[config.mk]
export PLATFORM = sky130hd
export DESIGN_NAME = mhpq_ctrl
export DESIGN_NICKNAME = d
export VERILOG_FILES = /design/src/design/mhpq_pkg.sv /design/src/design/mhpq_ctrl.sv
export SDC_FILE = /design/constraint.sdc
export NUM_CORES = 1
export LEC_CHECK = 0
export ABC_AREA = 1
export BUFFER_PORTS_ARGS = -buffer_cell sky130_fd_sc_hd__buf_2
export CORE_MARGIN = 2
export CORE_UTILIZATION = 35
export DETAILED_ROUTE_END_ITERATION = 12
export PLACE_DENSITY_LB_ADDON = 0.3
export SLEW_MARGIN = 0
export SYNTH_ARGS = -nofsm -noshare
export SYNTH_HDL_FRONTEND = slang
export SYNTH_SLANG_ARGS = --single-unit
[constraint.sdc]
create_clock -name clk -period 8.1 [get_ports clk]
set_input_delay 0.81 -clock clk [delete_from_list [all_inputs] [get_ports clk]]
set_output_delay 0.81 -clock clk [all_outputs]
set_load 0.02 [all_outputs]
[src/design/mhpq_pkg.sv]
`default_nettype none
// ----------------------------------------------------------------------------
// mhpq_pkg
// shared types and constants for the min-heap priority queue
// ----------------------------------------------------------------------------
package mhpq_pkg;

    localparam int CAPACITY_DEF  = 1024;
    localparam int KEY_WIDTH_DEF = 32;

    typedef enum logic [1:0] {
        CMD_PUSH   = 2'd0,
        CMD_POP    = 2'd1,
        CMD_SEARCH = 2'd2,
        CMD_NOP    = 2'd3
    } cmd_t;

    typedef enum logic [1:0] {
        ST_OK         = 2'd0,
        ST_FULL       = 2'd1,
        ST_EMPTY      = 2'd2,
        ST_RESERVED   = 2'd3
    } status_t;

    typedef struct packed {
        logic [1:0]  cmd;
        logic signed [31:0] key_value;
    } in_beat_t;

    typedef struct packed {
        logic [1:0]  status;
        logic        found;
        logic signed [31:0] min_value;
        logic        min_valid;
        logic [10:0] entry_count;
    } out_beat_t;

    typedef enum logic [3:0] {
        S_IDLE,
        S_UP_RD,
        S_UP_CMP,
        S_UP_PARK,
        S_DN_LOAD,
        S_DN_HEAD,
        S_DN_LEFT,
        S_DN_CMP,
        S_SR_RD,
        S_SR_CMP,
        S_ROOT_RD,
        S_DONE
    } state_t;

    // memory request from the sequencer
    typedef struct packed {
        logic        rd_en;
        logic        wr_en;
        logic [15:0] rd_addr;
        logic [15:0] wr_addr;
    } mem_req_t;

endpackage
`default_nettype wire

[src/design/mhpq_ctrl.sv]
`default_nettype none
// ----------------------------------------------------------------------------
// mhpq_ctrl
// command sequencer: sift-up, sift-down and linear search over the store
// ----------------------------------------------------------------------------
module mhpq_ctrl
    import mhpq_pkg::*;
#(
    parameter int CAPACITY  = CAPACITY_DEF,
    parameter int KEY_WIDTH = KEY_WIDTH_DEF,
    localparam int AW = (CAPACITY > 1) ? $clog2(CAPACITY) : 1,
    localparam int CW = $clog2(CAPACITY + 1)
)(
    input  wire logic                 clk,
    input  wire logic                 rst_n,
    input  wire logic                 in_valid,
    output logic                      in_ready,
    input  wire in_beat_t             in_beat,
    output logic                      out_valid,
    input  wire logic                 out_ready,
    output out_beat_t                 out_beat,
    output mem_req_t                  mreq,
    output logic      [KEY_WIDTH-1:0] wr_data,
    input  wire logic [KEY_WIDTH-1:0] rd_data,
    output logic      [CW-1:0]        count_out
);

    localparam logic [CW-1:0] CAP_C = CW'(CAPACITY);

    state_t               state_reg, state_next;
    logic [CW-1:0]        count_reg, count_next;
    logic [AW-1:0]        pos_reg, pos_next;
    logic [AW-1:0]        idx_reg, idx_next;
    logic [KEY_WIDTH-1:0] key_reg, key_next;
    logic [KEY_WIDTH-1:0] lkey_reg, lkey_next;
    logic [1:0]           status_reg, status_next;
    logic                 found_reg, found_next;
    logic                 ovalid_reg, ovalid_next;
    out_beat_t            obeat_reg, obeat_next;

    logic [AW-1:0]        parent;
    logic [AW:0]          left, right;
    logic [AW:0]          count_w;
    logic [KEY_WIDTH-1:0] ext_key;
    logic [KEY_WIDTH-1:0] min_key;
    logic [AW-1:0]        best;

    assign parent  = AW'((pos_reg - 1'b1) >> 1);
    assign left    = {pos_reg, 1'b1};
    assign right   = left + 1'b1;
    assign count_w = (AW+1)'(count_reg);
    // key field sign-extended or cut to the stored key width
    assign ext_key = KEY_WIDTH'(in_beat.key_value);
    assign in_ready  = (state_reg == S_IDLE) && !ovalid_reg;
    assign out_valid = ovalid_reg;
    assign out_beat  = obeat_reg;
    assign count_out = count_reg;

    // state and data registers
    always_ff @(posedge clk or negedge rst_n)
    begin
        if (!rst_n)
        begin
            state_reg  <= S_IDLE;
            count_reg  <= '0;
            ovalid_reg <= 1'b0;
        end
        else
        begin
            state_reg  <= state_next;
            count_reg  <= count_next;
            ovalid_reg <= ovalid_next;
        end
    end

    always_ff @(posedge clk)
    begin
        pos_reg    <= pos_next;
        idx_reg    <= idx_next;
        key_reg    <= key_next;
        lkey_reg   <= lkey_next;
        status_reg <= status_next;
        found_reg  <= found_next;
        obeat_reg  <= obeat_next;
    end

    // sequencer: the moving key stays in key_reg and the hole walks the tree
    always_comb
    begin
        state_next  = state_reg;
        count_next  = count_reg;
        pos_next    = pos_reg;
        idx_next    = idx_reg;
        key_next    = key_reg;
        lkey_next   = lkey_reg;
        status_next = status_reg;
        found_next  = found_reg;
        ovalid_next = ovalid_reg;
        obeat_next  = obeat_reg;
        mreq        = '0;
        wr_data     = key_reg;
        min_key     = lkey_reg;
        best        = AW'(left);
        if (ovalid_reg && out_ready)
        begin
            ovalid_next = 1'b0;
        end
        case (state_reg)
            S_IDLE:
            begin
                if (in_valid && in_ready)
                begin
                    status_next = ST_OK;
                    found_next  = 1'b0;
                    key_next    = ext_key;
                    state_next  = S_ROOT_RD;
                    case (in_beat.cmd)
                        CMD_PUSH:
                        begin
                            if (count_reg >= CAP_C)
                            begin
                                status_next = ST_FULL;
                            end
                            else
                            begin
                                // hole at the tail, sift up from there
                                pos_next   = AW'(count_reg);
                                count_next = count_reg + 1'b1;
                                if (count_reg != '0)
                                begin
                                    state_next = S_UP_RD;
                                end
                                else
                                begin
                                    mreq.wr_en   = 1'b1;
                                    mreq.wr_addr = '0;
                                    wr_data      = ext_key;
                                end
                            end
                        end
                        CMD_POP:
                        begin
                            if (count_reg == '0)
                            begin
                                status_next = ST_EMPTY;
                            end
                            else
                            begin
                                // fetch last entry to move to the root
                                count_next   = count_reg - 1'b1;
                                mreq.rd_en   = 1'b1;
                                mreq.rd_addr = 16'(AW'(count_reg - 1'b1));
                                pos_next     = '0;
                                state_next   = S_DN_LOAD;
                            end
                        end
                        CMD_SEARCH:
                        begin
                            idx_next = '0;
                            if (count_reg != '0)
                            begin
                                state_next = S_SR_RD;
                            end
                        end
                        default:
                        begin
                        end
                    endcase
                end
            end
            S_UP_RD:
            begin
                mreq.rd_en   = 1'b1;
                mreq.rd_addr = 16'(parent);
                state_next   = S_UP_CMP;
            end
            S_UP_CMP:
            begin
                // key_reg is the moving key, rd_data its parent
                mreq.wr_en   = 1'b1;
                mreq.wr_addr = 16'(pos_reg);
                if ($signed(key_reg) < $signed(rd_data))
                begin
                    // parent moves down into the hole
                    wr_data    = rd_data;
                    pos_next   = parent;
                    state_next = (parent == '0) ? S_UP_PARK : S_UP_RD;
                end
                else
                begin
                    wr_data    = key_reg;
                    state_next = S_ROOT_RD;
                end
            end
            S_UP_PARK:
            begin
                // moving key lands at the root
                mreq.wr_en   = 1'b1;
                mreq.wr_addr = 16'(pos_reg);
                wr_data      = key_reg;
                state_next   = S_ROOT_RD;
            end
            S_DN_LOAD:
            begin
                key_next   = rd_data;
                state_next = S_DN_HEAD;
            end
            S_DN_HEAD:
            begin
                if (left >= count_w)
                begin
                    // no children: park the moving key here
                    mreq.wr_en   = 1'b1;
                    mreq.wr_addr = 16'(pos_reg);
                    wr_data      = key_reg;
                    state_next   = S_ROOT_RD;
                end
                else
                begin
                    mreq.rd_en   = 1'b1;
                    mreq.rd_addr = 16'(AW'(left));
                    state_next   = S_DN_LEFT;
                end
            end
            S_DN_LEFT:
            begin
                lkey_next = rd_data;
                if (right < count_w)
                begin
                    mreq.rd_en   = 1'b1;
                    mreq.rd_addr = 16'(AW'(right));
                    state_next   = S_DN_CMP;
                end
                else
                begin
                    // lone left child: decide now
                    mreq.wr_en   = 1'b1;
                    mreq.wr_addr = 16'(pos_reg);
                    if ($signed(rd_data) < $signed(key_reg))
                    begin
                        wr_data    = rd_data;
                        pos_next   = AW'(left);
                        state_next = S_DN_HEAD;
                    end
                    else
                    begin
                        wr_data    = key_reg;
                        state_next = S_ROOT_RD;
                    end
                end
            end
            S_DN_CMP:
            begin
                // smaller child, left on a tie
                if ($signed(rd_data) < $signed(lkey_reg))
                begin
                    min_key = rd_data;
                    best    = AW'(right);
                end
                mreq.wr_en   = 1'b1;
                mreq.wr_addr = 16'(pos_reg);
                if ($signed(min_key) < $signed(key_reg))
                begin
                    wr_data    = min_key;
                    pos_next   = best;
                    state_next = S_DN_HEAD;
                end
                else
                begin
                    wr_data    = key_reg;
                    state_next = S_ROOT_RD;
                end
            end
            S_SR_RD:
            begin
                mreq.rd_en   = 1'b1;
                mreq.rd_addr = 16'(idx_reg);
                state_next   = S_SR_CMP;
            end
            S_SR_CMP:
            begin
                if (rd_data == key_reg)
                begin
                    found_next = 1'b1;
                    state_next = S_ROOT_RD;
                end
                else if ((CW'(idx_reg) + 1'b1) >= count_reg)
                begin
                    state_next = S_ROOT_RD;
                end
                else
                begin
                    idx_next   = idx_reg + 1'b1;
                    state_next = S_SR_RD;
                end
            end
            S_ROOT_RD:
            begin
                mreq.rd_en   = 1'b1;
                mreq.rd_addr = '0;
                state_next   = S_DONE;
            end
            S_DONE:
            begin
                obeat_next.status      = status_reg;
                obeat_next.found       = found_reg;
                obeat_next.min_valid   = (count_reg != '0);
                obeat_next.min_value   = (count_reg != '0) ? 32'(rd_data) : '0;
                obeat_next.entry_count = 11'(count_reg);
                ovalid_next            = 1'b1;
                state_next             = S_IDLE;
            end
            default:
            begin
                state_next = S_IDLE;
            end
        endcase
    end

endmodule
`default_nettype wire

After elaboration in Yosys (flattened, before gate mapping)

Index checks and enable logic that the tools add are counted.

Flip-flop bits (word level): 150
Input bits: 70
Output and inout bits: 126
Word-level logic and storage cells: 152

Add/sub/neg operators: 6
Order comparisons: 8
Eq/ne operators: 28
Multiplexer cells: 74
Reduce and logical (&&, ||, !) cells: 22

Operators with widths:

| kind                                                            | count |
|---|---|
| 32-bit 2-to-1 mux                                               | 11 |
| 10-bit 2-to-1 mux                                               | 18 |
| 32-bit less-than comparator                                     | 4 |
| 32-bit one-hot mux with 4 select lines                          | 1 |
| 16-bit one-hot mux with 5 select lines                          | 1 |
| 16-bit one-hot mux with 4 select lines                          | 1 |
| 32-bit one-hot mux with 2 select lines                          | 1 |
| 4-bit one-hot mux with 11 select lines                          | 1 |
| 10-bit one-hot mux with 2 select lines                          | 2 |
| 10-bit one-hot mux with 4 select lines                          | 1 |
| 4-bit 2-to-1 mux                                                | 9 |
| 34-bit 2-to-1 mux                                               | 1 |
| 32-bit == test                                                  | 1 |
| 11-bit by 1-bit adder with 11-bit output, second input constant | 2 |
| 11-bit >= comparator                                            | 2 |
| 11-bit 2-to-1 mux                                               | 2 |
| 11-bit one-hot mux with 2 select lines                          | 1 |
| 2-bit != test, second input constant                            | 9 |
| 4-bit by 3-bit == test with 1-bit output, second input constant | 4 |
| 4-bit == test, second input constant                            | 4 |
| 1-bit 2-to-1 mux                                                | 14 |
| 4-bit one-hot mux with 3 select lines                           | 1 |
| 10-bit by 1-bit adder with 11-bit output, second input constant | 1 |
| 11-bit >= comparator, second input constant                     | 1 |
| other kinds (29)                                                | 45 |

Depth between registers and ports, before layout

Depth after elaboration: 6
Depth in mapped cells: 35

Worst setup path after synthesis

OpenSTA, ideal clock, no wires.

Kind: input to output
Start: in rd_data[25]
End: out wr_data[12]
Arrival: 4,504 ps
Setup slack: 2,786 ps
Cell stages on the path: 26
Path buffers: 2
Path through: ha_1 > a21oi_1 > o21ai_1 > nand2_1 > o211ai_1 > nor2_1 > nand3_1 > nand2_1 > clkbuf_1 > nand2_1 > o21ai_0 > ha_1 > a21oi_1 > nor2_1 > a211oi_1 > o221ai_1 > a221oi_1 > nor2_1 > nor4_1 > nand2_4 > nand2_8 > buf_12 > nand3_2 > nand3_2 > nand2_1 > inv_1

Word-level cells in the longest chain between the ends: 6
Elaborated cells on any way between the ends: 11
Classes of those cells: 4 x order compare; 7 x mux

RTL lines:

| element                                    | RTL line         | RTL |
|---|---|---|
| start: declaration                         | mhpq_ctrl.sv:24  | `input wire logic [KEY_WIDTH-1:0] rd_data,` |
| 32-bit less-than comparator                | mhpq_ctrl.sv:255 | `if ($signed(rd_data) < $signed(lkey_reg))` |
| 32-bit 2-to-1 mux                          | mhpq_ctrl.sv:255 |  |
| 32-bit 2-to-1 mux                          | mhpq_ctrl.sv:108 | `case (state_reg)` |
| 32-bit less-than comparator                | mhpq_ctrl.sv:262 | `if ($signed(min_key) < $signed(key_reg))` |
| 32-bit 2-to-1 mux                          | mhpq_ctrl.sv:262 |  |
| 32-bit one-hot mux with 4 select lines (*) | mhpq_ctrl.sv:108 |  |
| end: declaration                           | mhpq_ctrl.sv:23  | `output logic [KEY_WIDTH-1:0] wr_data,` |

Every way passes the cells marked *; elsewhere a longest branch is shown, timed or not. The select of a mux whose other input is x is not followed.

Final worst setup path

Start: in rd_data[31]
End: out wr_data[29]

The elaborated chain is that of the path after synthesis.

==> metrics <==
Final GP Congestion 0.9222; setup violators final 0; wire length per cell 18.95 µm; HP Class in2async; initial antenna violation count 3; num ports 196; Tot GR Track Use 0.2293; DIE AREA 39610 µm²; row count 71; post-route ant nets 0; Synth Flop Type edfxtp_1; Synth Instances 1717; Detailed Place HPWL 32230 µm; Reg area 4424 µm²; Iter 0 DRT Violations 903; Hold Violations, Final 0; RSZ-0062 raised after global routing false; Yosys Warn Count 0; Routed Wire Length 45130 µm; most frequent cells in the layout nand2_1, inv_1, buf_2; asr flop ratio synth 0.1067; grt ovf 0; layout cells sized above 1 0.1728; DRC viols 0; Synth cell types 53; crit path DAT 6430 ps; Die Y 199.0 µm; Placed Cells 2348; clock latency on the worst-skew pair 450 ps; CTS Buffer Depth 2; Slew Limit Fails 0; Worst Path Max Fanout 38; largest net degree at the start of global routing 70; commonest non-fill, non-tap cell in the layout nand2_1; fin crit share 0.8939; max FFs per register 47; Worst-path clk slew 70 ps; syn_area_per_cell 7.754 µm²; # Post-CTS Setup Buffers 0; Least-Margin Pin Slew 1281 ps; filler cell count 3955; status finished, final reports clean; CTS tree done; crit start category primary input; register area share after synthesis 0.3323; Peak VDD IR 0.1693 mV; DR vias/cell 5.421; Initial Util 0.3543; synthesized flop and latch total 150; Pwr Density 378.0 nW/µm²; post_cts resized 0; # port buffers 183; worst rel slew slack 0.1451; Critical Setup Path Class in2out; first-pass GRT wire length 69580 µm; Fmax 138.1 MHz; flop2flop setup slack 1800 ps; total of max-cap violations 0; NumNets Final 2056; clock root cell clkbuf_16; design area 15130 µm²; Area Overhead vs Synth 13.65%; area of the multi-input gates 7525 µm²; Area after DPL 14530 µm²; core box area 37580 µm²; Setup crit end kind output pin; cts hold-fix bufs 0; Worst EP required 7290 ps; post-route clock skew 17.64 ps; number of global-route vias before repair 12140; leakage 6.925 nW; CTS buffer count 17; Initial DRT Pass Iterations 6; CTS Sinks 150; Setup TNS 0 ps; fin crit period 7241 ps; H-tree level count 4; vias after detailed routing 12910; Synth Cell Area 13310 µm²; Finished Layout Cells 2382; Die W 199.0 µm; Post-synth EDFFs 134
metal layers:
layer	share of wire	global-route usage	wire [µm]
met5	0.00051	0	23
met4	0.028	0.08126	1269
met3	0.075	0.04154	3396
met2	0.45	0.3629	20220
met1	0.45	0.3125	20220
through the flow:
step                      utilization  setup WS [ps]  power, W  hold slack, ps
after floorplan                     -           2786  0.003755           400.3
after global placement         0.3865           1115  0.004788           404.2
after detailed placement       0.3865          945.5  0.004848           407.9
after CTS                      0.4025          915.8  0.005711           288.0
after global routing           0.4025          468.8  0.006168           308.9
final                          0.4026          859.2  0.005720           294.4
power by group:
part           switching (W)  internal, W  total [W]
sequential          0.000174      0.00108    0.00125
combinational        0.00252      0.00109    0.00362
clock               0.000356     0.000493   0.000849
total                0.00305      0.00266    0.00572
synth_stat cells (12+ instances only):
| cell | instances | area share |
|---|---|---|
| nand2_1 | 295 | 0.083 |
| inv_1 | 239 | 0.067 |
| nor2_1 | 160 | 0.045 |
| o21ai_0 | 153 | 0.058 |
| a21oi_1 | 135 | 0.051 |
| edfxtp_1 | 134 | 0.30 |
| ha_1 | 130 | 0.12 |
| nand3_2 | 61 | 0.046 |
| nand4_1 | 51 | 0.024 |
| nand3_1 | 44 | 0.017 |
| clkbuf_1 | 42 | 0.012 |
| nor3_1 | 33 | 0.012 |
| xor2_1 | 29 | 0.019 |
| o211ai_1 | 28 | 0.016 |
| o21ai_1 | 20 | 0.0075 |
| o2111ai_1 | 18 | 0.012 |
| dfrtp_1 | 16 | 0.030 |
| buf_4 | 15 | 0.0085 |
| buf_2 | 12 | 0.0045 |
cell type report:
type                    instances  area share
clock inverters                12     0.01009
multi-input cells            1245      0.4974
clock buffers                  20     0.02952
repair buffers                196     0.06699
flip-flops and latches        150      0.2924
inverters                     246     0.06103
diodes                          2   0.0003308
well taps                     511     0.04226
worst max-delay path, stage by stage:
cell      delay, ps
buf_2           150
ha_1            390
nand2_2          80
nor2_2          140
nand4_2         110
a21oi_1         190
nor2_1          110
nand2_2         110
nand2_2          70
nand2_2         520
buf_4           380
nand2_1          70
o21ai_0         130
ha_1            310
a21oi_1         150
nor2_1           60
a211oi_1        180
o221ai_1        180
a221oi_1        280
nor2_1           70
nor4_1          400
nand2_4         450
nand2_8         470
nand3_1         140
nand3_1         110
nand2_1         100
inv_1            70
buf_2           150
final timing paths:
path,start,end,depth (start not counted)
max,rd_data[31],wr_data[29],28
min,rst_n,state_reg[3],1
max reg2reg,lkey_reg[31],pos_reg[1],25
min reg2reg,status_reg[1],out_beat[46],0
max in group asynchronous,rst_n,state_reg[2],1
min in group clk,status_reg[1],out_beat[46],0
cell families after synthesis:
group	synth area share
other cells	0.0002817
simple gates	0.2479
flops	0.3323
xor+xnor	0.02227
fa+ha+maj	0.1222
compound gates	0.1661
buf+inv	0.1089
(Power assumes the default switching activity.)
